<file path="config.mk">
export PLATFORM = sky130hd
export DESIGN_NAME = sha256_message_hasher_top
export DESIGN_NICKNAME = d
export VERILOG_FILES = /design/src/sha256_pkg.sv /design/src/sha256_message_hasher_top.sv /design/src/sha256_front.sv /design/src/sha256_queue.sv /design/src/sha256_core.sv
export SDC_FILE = /design/constraint.sdc
export NUM_CORES = 2
export LEC_CHECK = 0
export ABC_AREA = 1
export BUFFER_PORTS_ARGS = -buffer_cell sky130_fd_sc_hd__buf_2
export CORE_UTILIZATION = 49
export CTS_CLUSTER_SIZE = 25
export DETAILED_ROUTE_END_ITERATION = 10
export PLACE_DENSITY = 0.61
export SLEW_MARGIN = 10
export SYNTH_ARGS = -nofsm -noshare
export SYNTH_HDL_FRONTEND = slang
export SYNTH_SLANG_ARGS = --single-unit
</file>
<file path="constraint.sdc">
create_clock -name clk_i -period 27.9 [get_ports clk_i]
set_clock_uncertainty 0.15 [all_clocks]
set_input_delay 5.58 -clock clk_i [delete_from_list [all_inputs] [get_ports clk_i]]
set_output_delay 5.58 -clock clk_i [all_outputs]
set_load 0.02 [all_outputs]
</file>
<file path="src/sha256_pkg.sv">
package sha256_pkg;

  localparam int unsigned QueueDepthDefault = 4;
  localparam int unsigned BlockWords = 16;

  typedef enum logic [1:0] {
    OP_WORD  = 2'd0,
    OP_PAD   = 2'd1,
    OP_LAST  = 2'd2
  } op_e;

  // request from the front to the back: one 32-bit schedule word plus its role
  typedef struct packed {
    op_e         op;
    logic [31:0] word;
  } req_t;

  typedef enum logic [2:0] {
    ST_LOAD,
    ST_ROUND,
    ST_ADD,
    ST_EMIT
  } back_state_e;

  typedef enum logic [2:0] {
    FS_COLLECT,
    FS_PAD,
    FS_LEN_HI,
    FS_LEN_LO
  } front_state_e;

  localparam logic [31:0] InitH [8] = '{
    32'h6a09e667, 32'hbb67ae85, 32'h3c6ef372, 32'ha54ff53a,
    32'h510e527f, 32'h9b05688c, 32'h1f83d9ab, 32'h5be0cd19
  };

  localparam logic [31:0] RoundK [64] = '{
    32'h428a2f98, 32'h71374491, 32'hb5c0fbcf, 32'he9b5dba5, 32'h3956c25b,
    32'h59f111f1, 32'h923f82a4, 32'hab1c5ed5, 32'hd807aa98, 32'h12835b01,
    32'h243185be, 32'h550c7dc3, 32'h72be5d74, 32'h80deb1fe, 32'h9bdc06a7,
    32'hc19bf174, 32'he49b69c1, 32'hefbe4786, 32'h0fc19dc6, 32'h240ca1cc,
    32'h2de92c6f, 32'h4a7484aa, 32'h5cb0a9dc, 32'h76f988da, 32'h983e5152,
    32'ha831c66d, 32'hb00327c8, 32'hbf597fc7, 32'hc6e00bf3, 32'hd5a79147,
    32'h06ca6351, 32'h14292967, 32'h27b70a85, 32'h2e1b2138, 32'h4d2c6dfc,
    32'h53380d13, 32'h650a7354, 32'h766a0abb, 32'h81c2c92e, 32'h92722c85,
    32'ha2bfe8a1, 32'ha81a664b, 32'hc24b8b70, 32'hc76c51a3, 32'hd192e819,
    32'hd6990624, 32'hf40e3585, 32'h106aa070, 32'h19a4c116, 32'h1e376c08,
    32'h2748774c, 32'h34b0bcb5, 32'h391c0cb3, 32'h4ed8aa4a, 32'h5b9cca4f,
    32'h682e6ff3, 32'h748f82ee, 32'h78a5636f, 32'h84c87814, 32'h8cc70208,
    32'h90befffa, 32'ha4506ceb, 32'hbef9a3f7, 32'hc67178f2
  };

  function automatic logic [31:0] ror(input logic [31:0] x, input int unsigned n);
    ror = (x >> n) | (x << (32 - n));
  endfunction

endpackage

</file>
<file path="src/sha256_message_hasher_top.sv">
// SHA-256 over a byte stream: push one item per cycle while full is low (optional byte,
// optional end flag). The front packs bytes into 32-bit schedule words and generates
// padding; a small request queue feeds the compression core, which loads 16 words and
// then runs 64 rounds at one per cycle. Byte intake stalls while the queue is full or
// padding is sent. After the end flag (plus padding, up to two blocks) eight digest words
// are presented most significant first; the next message may start at once.
module sha256_message_hasher_top #(
  parameter int unsigned QueueDepth = sha256_pkg::QueueDepthDefault
) (
  input  logic        clk_i,
  input  logic        rst_ni,
  input  logic        push,
  output logic        full,
  input  logic [7:0]  data_byte_i,
  input  logic        byte_present_i,
  input  logic        end_of_message_i,
  output logic        empty,
  input  logic        pop,
  output logic [31:0] digest_word_o,
  output logic [2:0]  word_number_o,
  output logic        final_word_o
);

  sha256_pkg::req_t f_req, q_req;
  logic f_valid, q_ready, q_valid, q_pop;

  sha256_front u_front (
    .clk_i, .rst_ni, .push_i(push), .full_o(full),
    .data_byte_i, .byte_present_i, .end_of_message_i,
    .req_valid_o(f_valid), .req_ready_i(q_ready), .req_o(f_req)
  );

  sha256_queue #(.Depth(QueueDepth)) u_queue (
    .clk_i, .rst_ni, .wr_i(f_valid), .wr_data_i(f_req), .ready_o(q_ready),
    .valid_o(q_valid), .rd_i(q_pop), .rd_data_o(q_req)
  );

  sha256_core u_core (
    .clk_i, .rst_ni, .req_valid_i(q_valid), .req_pop_o(q_pop), .req_i(q_req),
    .empty_o(empty), .pop_i(pop), .digest_word_o, .word_number_o, .final_word_o
  );

  a_final_is_seven: assert property (@(posedge clk_i) disable iff (!rst_ni)
    !empty |-> (final_word_o == (word_number_o == 3'd7)))
    else $error("final flag mismatch");

  a_req_held: assert property (@(posedge clk_i) disable iff (!rst_ni)
    f_valid && !q_ready |=> f_valid && $stable(f_req))
    else $error("request lost");

endmodule

</file>
<file path="src/sha256_front.sv">
module sha256_front (
  input  logic              clk_i,
  input  logic              rst_ni,
  input  logic              push_i,
  output logic              full_o,
  input  logic [7:0]        data_byte_i,
  input  logic              byte_present_i,
  input  logic              end_of_message_i,
  output logic              req_valid_o,
  input  logic              req_ready_i,
  output sha256_pkg::req_t  req_o
);

  sha256_pkg::front_state_e state_q, state_d;
  logic [31:0] acc_q, acc_d;
  logic [1:0]  bpos_q, bpos_d;
  logic [3:0]  wcnt_q, wcnt_d;
  logic [60:0] total_q, total_d;
  logic        pad_byte_q, pad_byte_d;
  logic [63:0] bits;
  logic        accept;
  logic [31:0] merged;
  logic        word_done;

  assign bits = {total_q, 3'b000};
  assign full_o = (state_q != sha256_pkg::FS_COLLECT) || !req_ready_i;
  assign accept = push_i && !full_o;

  always_comb begin
    merged = acc_q;
    merged[8'(31 - 8 * bpos_q) -: 8] = data_byte_i;
  end

  always_comb begin
    state_d = state_q;
    acc_d = acc_q;
    bpos_d = bpos_q;
    wcnt_d = wcnt_q;
    total_d = total_q;
    pad_byte_d = pad_byte_q;
    req_valid_o = 1'b0;
    req_o.op = sha256_pkg::OP_WORD;
    req_o.word = merged;
    word_done = 1'b0;
    case (state_q)
      sha256_pkg::FS_COLLECT: begin
        if (accept && byte_present_i) begin
          total_d = total_q + 61'd1;
          acc_d = merged;
          bpos_d = bpos_q + 2'd1;
          if (bpos_q == 2'd3) begin
            req_valid_o = 1'b1;
            word_done = 1'b1;
          end
        end
        if (accept && end_of_message_i) begin
          state_d = sha256_pkg::FS_PAD;
          pad_byte_d = 1'b1;
        end
      end
      sha256_pkg::FS_PAD: begin
        // fill current word with 0x80 then zeros; stop at word 14
        req_o.word = acc_q;
        if (pad_byte_q) req_o.word[8'(31 - 8 * bpos_q) -: 8] = 8'h80;
        for (int i = 0; i < 4; i++) begin
          if (2'(i) > bpos_q || (!pad_byte_q && 2'(i) >= bpos_q)) begin
            req_o.word[31 - 8 * i -: 8] = 8'h00;
          end
        end
        if (!pad_byte_q && bpos_q == 2'd0) req_o.word = '0;
        req_o.op = sha256_pkg::OP_PAD;
        if (wcnt_q == 4'd14) begin
          req_valid_o = 1'b0;
          if (req_ready_i) state_d = sha256_pkg::FS_LEN_HI;
        end else begin
          req_valid_o = 1'b1;
          if (req_ready_i) begin
            word_done = 1'b1;
            pad_byte_d = 1'b0;
            bpos_d = 2'd0;
            acc_d = '0;
          end
        end
      end
      sha256_pkg::FS_LEN_HI: begin
        req_valid_o = 1'b1;
        req_o.word = bits[63:32];
        if (req_ready_i) begin
          word_done = 1'b1;
          state_d = sha256_pkg::FS_LEN_LO;
        end
      end
      sha256_pkg::FS_LEN_LO: begin
        req_valid_o = 1'b1;
        req_o.op = sha256_pkg::OP_LAST;
        req_o.word = bits[31:0];
        if (req_ready_i) begin
          word_done = 1'b1;
          state_d = sha256_pkg::FS_COLLECT;
          total_d = '0;
          bpos_d = 2'd0;
        end
      end
      default: state_d = sha256_pkg::FS_COLLECT;
    endcase
    if (word_done) wcnt_d = wcnt_q + 4'd1;
    if (state_q == sha256_pkg::FS_PAD && wcnt_q == 4'd14 && pad_byte_q) begin
      // 0x80 did not fit before the length: finish this block with zeros
      req_valid_o = req_ready_i;
      state_d = sha256_pkg::FS_PAD;
      if (req_ready_i) begin
        wcnt_d = wcnt_q + 4'd1;
        pad_byte_d = 1'b0;
        bpos_d = 2'd0;
        acc_d = '0;
      end
    end
  end

  // pad_byte at word 14 only when 0x80 lands at word 14: emit it, keep padding
  always_ff @(posedge clk_i or negedge rst_ni) begin
    if (!rst_ni) begin
      state_q <= sha256_pkg::FS_COLLECT;
      bpos_q <= '0;
      wcnt_q <= '0;
      total_q <= '0;
      pad_byte_q <= 1'b0;
    end else begin
      state_q <= state_d;
      bpos_q <= bpos_d;
      wcnt_q <= wcnt_d;
      total_q <= total_d;
      pad_byte_q <= pad_byte_d;
    end
  end

  always_ff @(posedge clk_i) begin
    acc_q <= acc_d;
  end

endmodule

</file>
<file path="src/sha256_queue.sv">
module sha256_queue #(
  parameter int unsigned Depth = sha256_pkg::QueueDepthDefault
) (
  input  logic             clk_i,
  input  logic             rst_ni,
  input  logic             wr_i,
  input  sha256_pkg::req_t wr_data_i,
  output logic             ready_o,
  output logic             valid_o,
  input  logic             rd_i,
  output sha256_pkg::req_t rd_data_o
);

  localparam int unsigned Aw = (Depth > 1) ? $clog2(Depth) : 1;

  sha256_pkg::req_t mem_q [Depth];
  logic [Aw-1:0] wp_q, rp_q;
  logic [Aw:0]   cnt_q;

  assign ready_o = cnt_q != (Aw+1)'(Depth);
  assign valid_o = cnt_q != '0;
  assign rd_data_o = mem_q[rp_q];

  always_ff @(posedge clk_i) begin
    if (wr_i && ready_o) mem_q[wp_q] <= wr_data_i;
  end

  always_ff @(posedge clk_i or negedge rst_ni) begin
    if (!rst_ni) begin
      wp_q <= '0;
      rp_q <= '0;
      cnt_q <= '0;
    end else begin
      if (wr_i && ready_o) wp_q <= (wp_q == Aw'(Depth - 1)) ? '0 : wp_q + 1'b1;
      if (rd_i && valid_o) rp_q <= (rp_q == Aw'(Depth - 1)) ? '0 : rp_q + 1'b1;
      cnt_q <= cnt_q + (Aw+1)'(wr_i && ready_o) - (Aw+1)'(rd_i && valid_o);
    end
  end

endmodule

</file>
<file path="src/sha256_core.sv">
module sha256_core (
  input  logic             clk_i,
  input  logic             rst_ni,
  input  logic             req_valid_i,
  output logic             req_pop_o,
  input  sha256_pkg::req_t req_i,
  output logic             empty_o,
  input  logic             pop_i,
  output logic [31:0]      digest_word_o,
  output logic [2:0]       word_number_o,
  output logic             final_word_o
);

  sha256_pkg::back_state_e state_q, state_d;
  logic [31:0] w_q [16];
  logic [31:0] h_q [8];
  logic [31:0] v_q [8];
  logic [5:0]  rnd_q;
  logic [3:0]  ld_q;
  logic        last_q;
  logic [2:0]  oi_q;
  logic [31:0] wt, s0, s1, t1, t2, bs0, bs1, ch, mj;
  logic        take;

  assign take = req_valid_i && state_q == sha256_pkg::ST_LOAD;
  assign req_pop_o = take;

  always_comb begin
    s0 = sha256_pkg::ror(w_q[1], 7) ^ sha256_pkg::ror(w_q[1], 18) ^ (w_q[1] >> 3);
    s1 = sha256_pkg::ror(w_q[14], 17) ^ sha256_pkg::ror(w_q[14], 19) ^ (w_q[14] >> 10);
    wt = w_q[0];
    bs1 = sha256_pkg::ror(v_q[4], 6) ^ sha256_pkg::ror(v_q[4], 11)
        ^ sha256_pkg::ror(v_q[4], 25);
    ch = (v_q[4] & v_q[5]) ^ (~v_q[4] & v_q[6]);
    t1 = v_q[7] + bs1 + ch + sha256_pkg::RoundK[rnd_q] + wt;
    bs0 = sha256_pkg::ror(v_q[0], 2) ^ sha256_pkg::ror(v_q[0], 13)
        ^ sha256_pkg::ror(v_q[0], 22);
    mj = (v_q[0] & v_q[1]) ^ (v_q[0] & v_q[2]) ^ (v_q[1] & v_q[2]);
    t2 = bs0 + mj;
  end

  always_comb begin
    state_d = state_q;
    case (state_q)
      sha256_pkg::ST_LOAD:  if (take && ld_q == 4'd15) state_d = sha256_pkg::ST_ROUND;
      sha256_pkg::ST_ROUND: if (rnd_q == 6'd63) state_d = sha256_pkg::ST_ADD;
      sha256_pkg::ST_ADD:   state_d = last_q ? sha256_pkg::ST_EMIT : sha256_pkg::ST_LOAD;
      sha256_pkg::ST_EMIT:  if (pop_i && oi_q == 3'd7) state_d = sha256_pkg::ST_LOAD;
      default:              state_d = sha256_pkg::ST_LOAD;
    endcase
  end

  always_comb begin
    empty_o = state_q != sha256_pkg::ST_EMIT;
    digest_word_o = h_q[oi_q];
    word_number_o = oi_q;
    final_word_o = oi_q == 3'd7;
  end

  always_ff @(posedge clk_i or negedge rst_ni) begin
    if (!rst_ni) begin
      state_q <= sha256_pkg::ST_LOAD;
      rnd_q <= '0;
      ld_q <= '0;
      last_q <= 1'b0;
      oi_q <= '0;
      for (int i = 0; i < 8; i++) h_q[i] <= sha256_pkg::InitH[i];
    end else begin
      state_q <= state_d;
      if (take) begin
        ld_q <= ld_q + 4'd1;
        if (ld_q == 4'd15) last_q <= req_i.op == sha256_pkg::OP_LAST;
      end
      if (state_q == sha256_pkg::ST_ROUND) rnd_q <= rnd_q + 6'd1;
      if (state_q == sha256_pkg::ST_ADD) begin
        for (int i = 0; i < 8; i++) h_q[i] <= h_q[i] + v_q[i];
      end
      if (state_q == sha256_pkg::ST_EMIT && pop_i) begin
        oi_q <= oi_q + 3'd1;
        if (oi_q == 3'd7) begin
          for (int i = 0; i < 8; i++) h_q[i] <= sha256_pkg::InitH[i];
        end
      end
    end
  end

  always_ff @(posedge clk_i) begin
    if (take) begin
      for (int i = 0; i < 15; i++) w_q[i] <= w_q[i+1];
      w_q[15] <= req_i.word;
      if (ld_q == 4'd15) begin
        for (int i = 0; i < 8; i++) v_q[i] <= h_q[i];
      end
    end
    if (state_q == sha256_pkg::ST_ROUND) begin
      for (int i = 0; i < 15; i++) w_q[i] <= w_q[i+1];
      w_q[15] <= w_q[0] + s0 + w_q[9] + s1;
      v_q[7] <= v_q[6];
      v_q[6] <= v_q[5];
      v_q[5] <= v_q[4];
      v_q[4] <= v_q[3] + t1;
      v_q[3] <= v_q[2];
      v_q[2] <= v_q[1];
      v_q[1] <= v_q[0];
      v_q[0] <= t1 + t2;
    end
  end

endmodule
</file>
==> metrics <==
number of max-cap violations 0; first-pass GRT wire length 459000 um; DP Cell Count 11656; # port buffers 51; WL/cell 26.7 um; max incr delay on CP 940 ps; vias in the first global route 67590; synthesized instance count 9684; CP cell instances clkinv_2, buf_4, o21ai_0, a221oi_1, a31oi_1, buf_2; io pins 52; Syn-to-layout area delta 8.90%; outcome finished, final reports clean; RSZ-0062 raised after global routing false; Synthesis Warnings 0; CTS Buf Count 145; maximum root-to-sink buffer count 3; final antenna-violating net count 0; Vias 71884; commonest non-fill, non-tap cell in the layout nand2_1; post-cts repair resize count 0; post-route insts no fill 11927; ys flop type edfxtp_1; die area 0.171 sq mm; hold_buf cts 0; slowest library cell on the worst path o21ai_0; crit share post-route 37.4%; all-layer global routing usage 36.9%; Yosys reg bits 1285; Least-Margin Pin Slew 1360 ps; Vias per Instance 6.03; worst hold slack 229 ps; startpoint class of the critical path flop; largest net degree at the start of global routing 190; commonest non-fill, non-tap cells in the layout 1871 x nand2_1, 1222 x inv_1, 972 x o21ai_0; Setup crit end kind output port; initial drt markers 8318; area of the multi-input gates 0.0403 sq mm; Mean Syn Cell Area 8.56 sq um; DPL Wire Length 242000 um; Setup TNS Final 0 ps; Final WS setup 17460 ps; Hold WC Path Type flop to flop; # DRC 0; CTS Sinks 1285; final setup violation count 0; Reg clk slew, reported paths 60 ps; CTS HTree Levels 4; clk_lat worst skew 850 ps; fill cell count 15672; initial core utilization 49.4%; row count 150; Setup WS pre-CTS 18080 ps; sequential fraction of the synthesis area 44.3%; Yosys cell types 64; Die Span X 413 um; Pre-antenna DRT Iters 9; Hold Vio Cnt, Final 0; Crit path required time 22170 ps; pins over their slew limit 0; EDFF count, synth 904; Setup Buffers After CTS 0; CP Max Fanout 67; Root Driver clkbuf_16; initial antenna violation count 12; nets@finish 10222; syn_nets 10307; Mapped Area 0.0829 sq mm; Slew Limit Headroom 9.61%; Sequential Area 0.0367 sq mm; Async SR Flop Fraction 27.2%; CTS tree done; GP Congestion 1.05; FMAX 0.0958 GHz; Core Area 0.168 sq mm; arrival time worst endpoint 4710 ps; Die Ht 413 um; GRT overflow 0; layout cells sized above 1 5.75%; Routed WL 319000 um; WS Path Type flop to output port; Final min period 10440 ps
-- layer usage --
layer	GRT usage [%]	vias to the layer above	part of all wire (%)
met4	20.2	14	6.3
met3	6.85	754	8.9
li1	-	32739	-
met2	54.9	3559	43
met1	50.7	34818	42
met5	0	-	0.028
-- per-stage QoR --
step,instance area (sq um),utilization [%]
floorplan,82900,-
global placement,85200,50.9
detailed placement,85200,50.9
finish,90200,53.8
CTS,90200,53.8
global route,90200,53.8
-- final timing paths --
check,from,end,slack [ps],cells past startpoint
max,u_core.word_number_o[0],digest_word_o[14],17460,6
min,u_core.w_q[0][382],u_core.w_q[0][350],230,0
max reg2reg,u_core.rnd_q[1],u_core.v_q[0][26],17670,35
min reg2reg,u_core.w_q[0][382],u_core.w_q[0][350],230,0
max in group asynchronous,rst_ni,u_core.rnd_q[2],21410,2
min in group asynchronous,rst_ni,u_core.h_q[196],4620,1
-- critical path, delay by kind of cell (launching register included) --
family	cells	cell delay (ps)
compound gates	3	1700
flops	1	730
buf+inv	3	1340
-- flip-flops by register name, summed over array words and instances, names as in the netlist, 2 cells and up --
register and flops:
u_core.ld_q 4, u_core.h_q 256, u_core.state_q 2, u_front.acc_q 32, u_core.w_q 512, u_core.v_q 256, u_core.rnd_q 6, u_queue.rp_q 2
u_queue.mem_q 136, u_front.wcnt_q 4, u_queue.cnt_q 3, u_front.bpos_q 2, u_front.total_q 61, u_core.word_number_o 3, u_queue.wp_q 2, u_front.state_q 2
-- cells by family after synthesis --
kind of cell | Yosys count | share of synthesized area [%]
multiplexers | 1 | 0.0121
AND/OR/NAND/NOR | 3342 | 16.5
flip-flops | 1285 | 44.3
adder cells (fa/ha/maj) | 628 | 11.2
buffers and inverters | 1586 | 7.21
XOR/XNOR | 403 | 4.26
AO/OA/AOI/OAI | 2439 | 16.5
-- synth_stat cells (132+ instances only) --
master       n  share of area [%]
nand3_1    350                2.1
inv_1     1223                5.5
xor2_1     237                2.5
nand2_1   1873                8.5
o21ai_0    972                5.9
clkbuf_1   315                1.4
fa_1       196                4.7
ha_1       413                6.2
xnor2_1    166                1.8
dfrtp_1    213                6.4
o211ai_1   132                1.2
a21oi_1    856                5.2
dfstp_2    136                4.3
nor2_1     821                3.7
edfxtp_1   904                 33
-- cell type report --
| type | count | share of cell area [%] |
|---|---|---|
| Clock inverter | 73 | 1.12 |
| Inverter | 1235 | 5.16 |
| Tap cell | 2204 | 3.06 |
| Sequential cell | 1285 | 40.7 |
| Clock buffer | 195 | 4.41 |
| Antenna cell | 3 | 0.00832 |
| Multi-Input combinational cell | 6813 | 44.6 |
| Timing Repair Buffer | 119 | 0.943 |
Power is not shown: default switching activity piles up to over one toggle a cycle in this logic, so the estimate is an artifact.
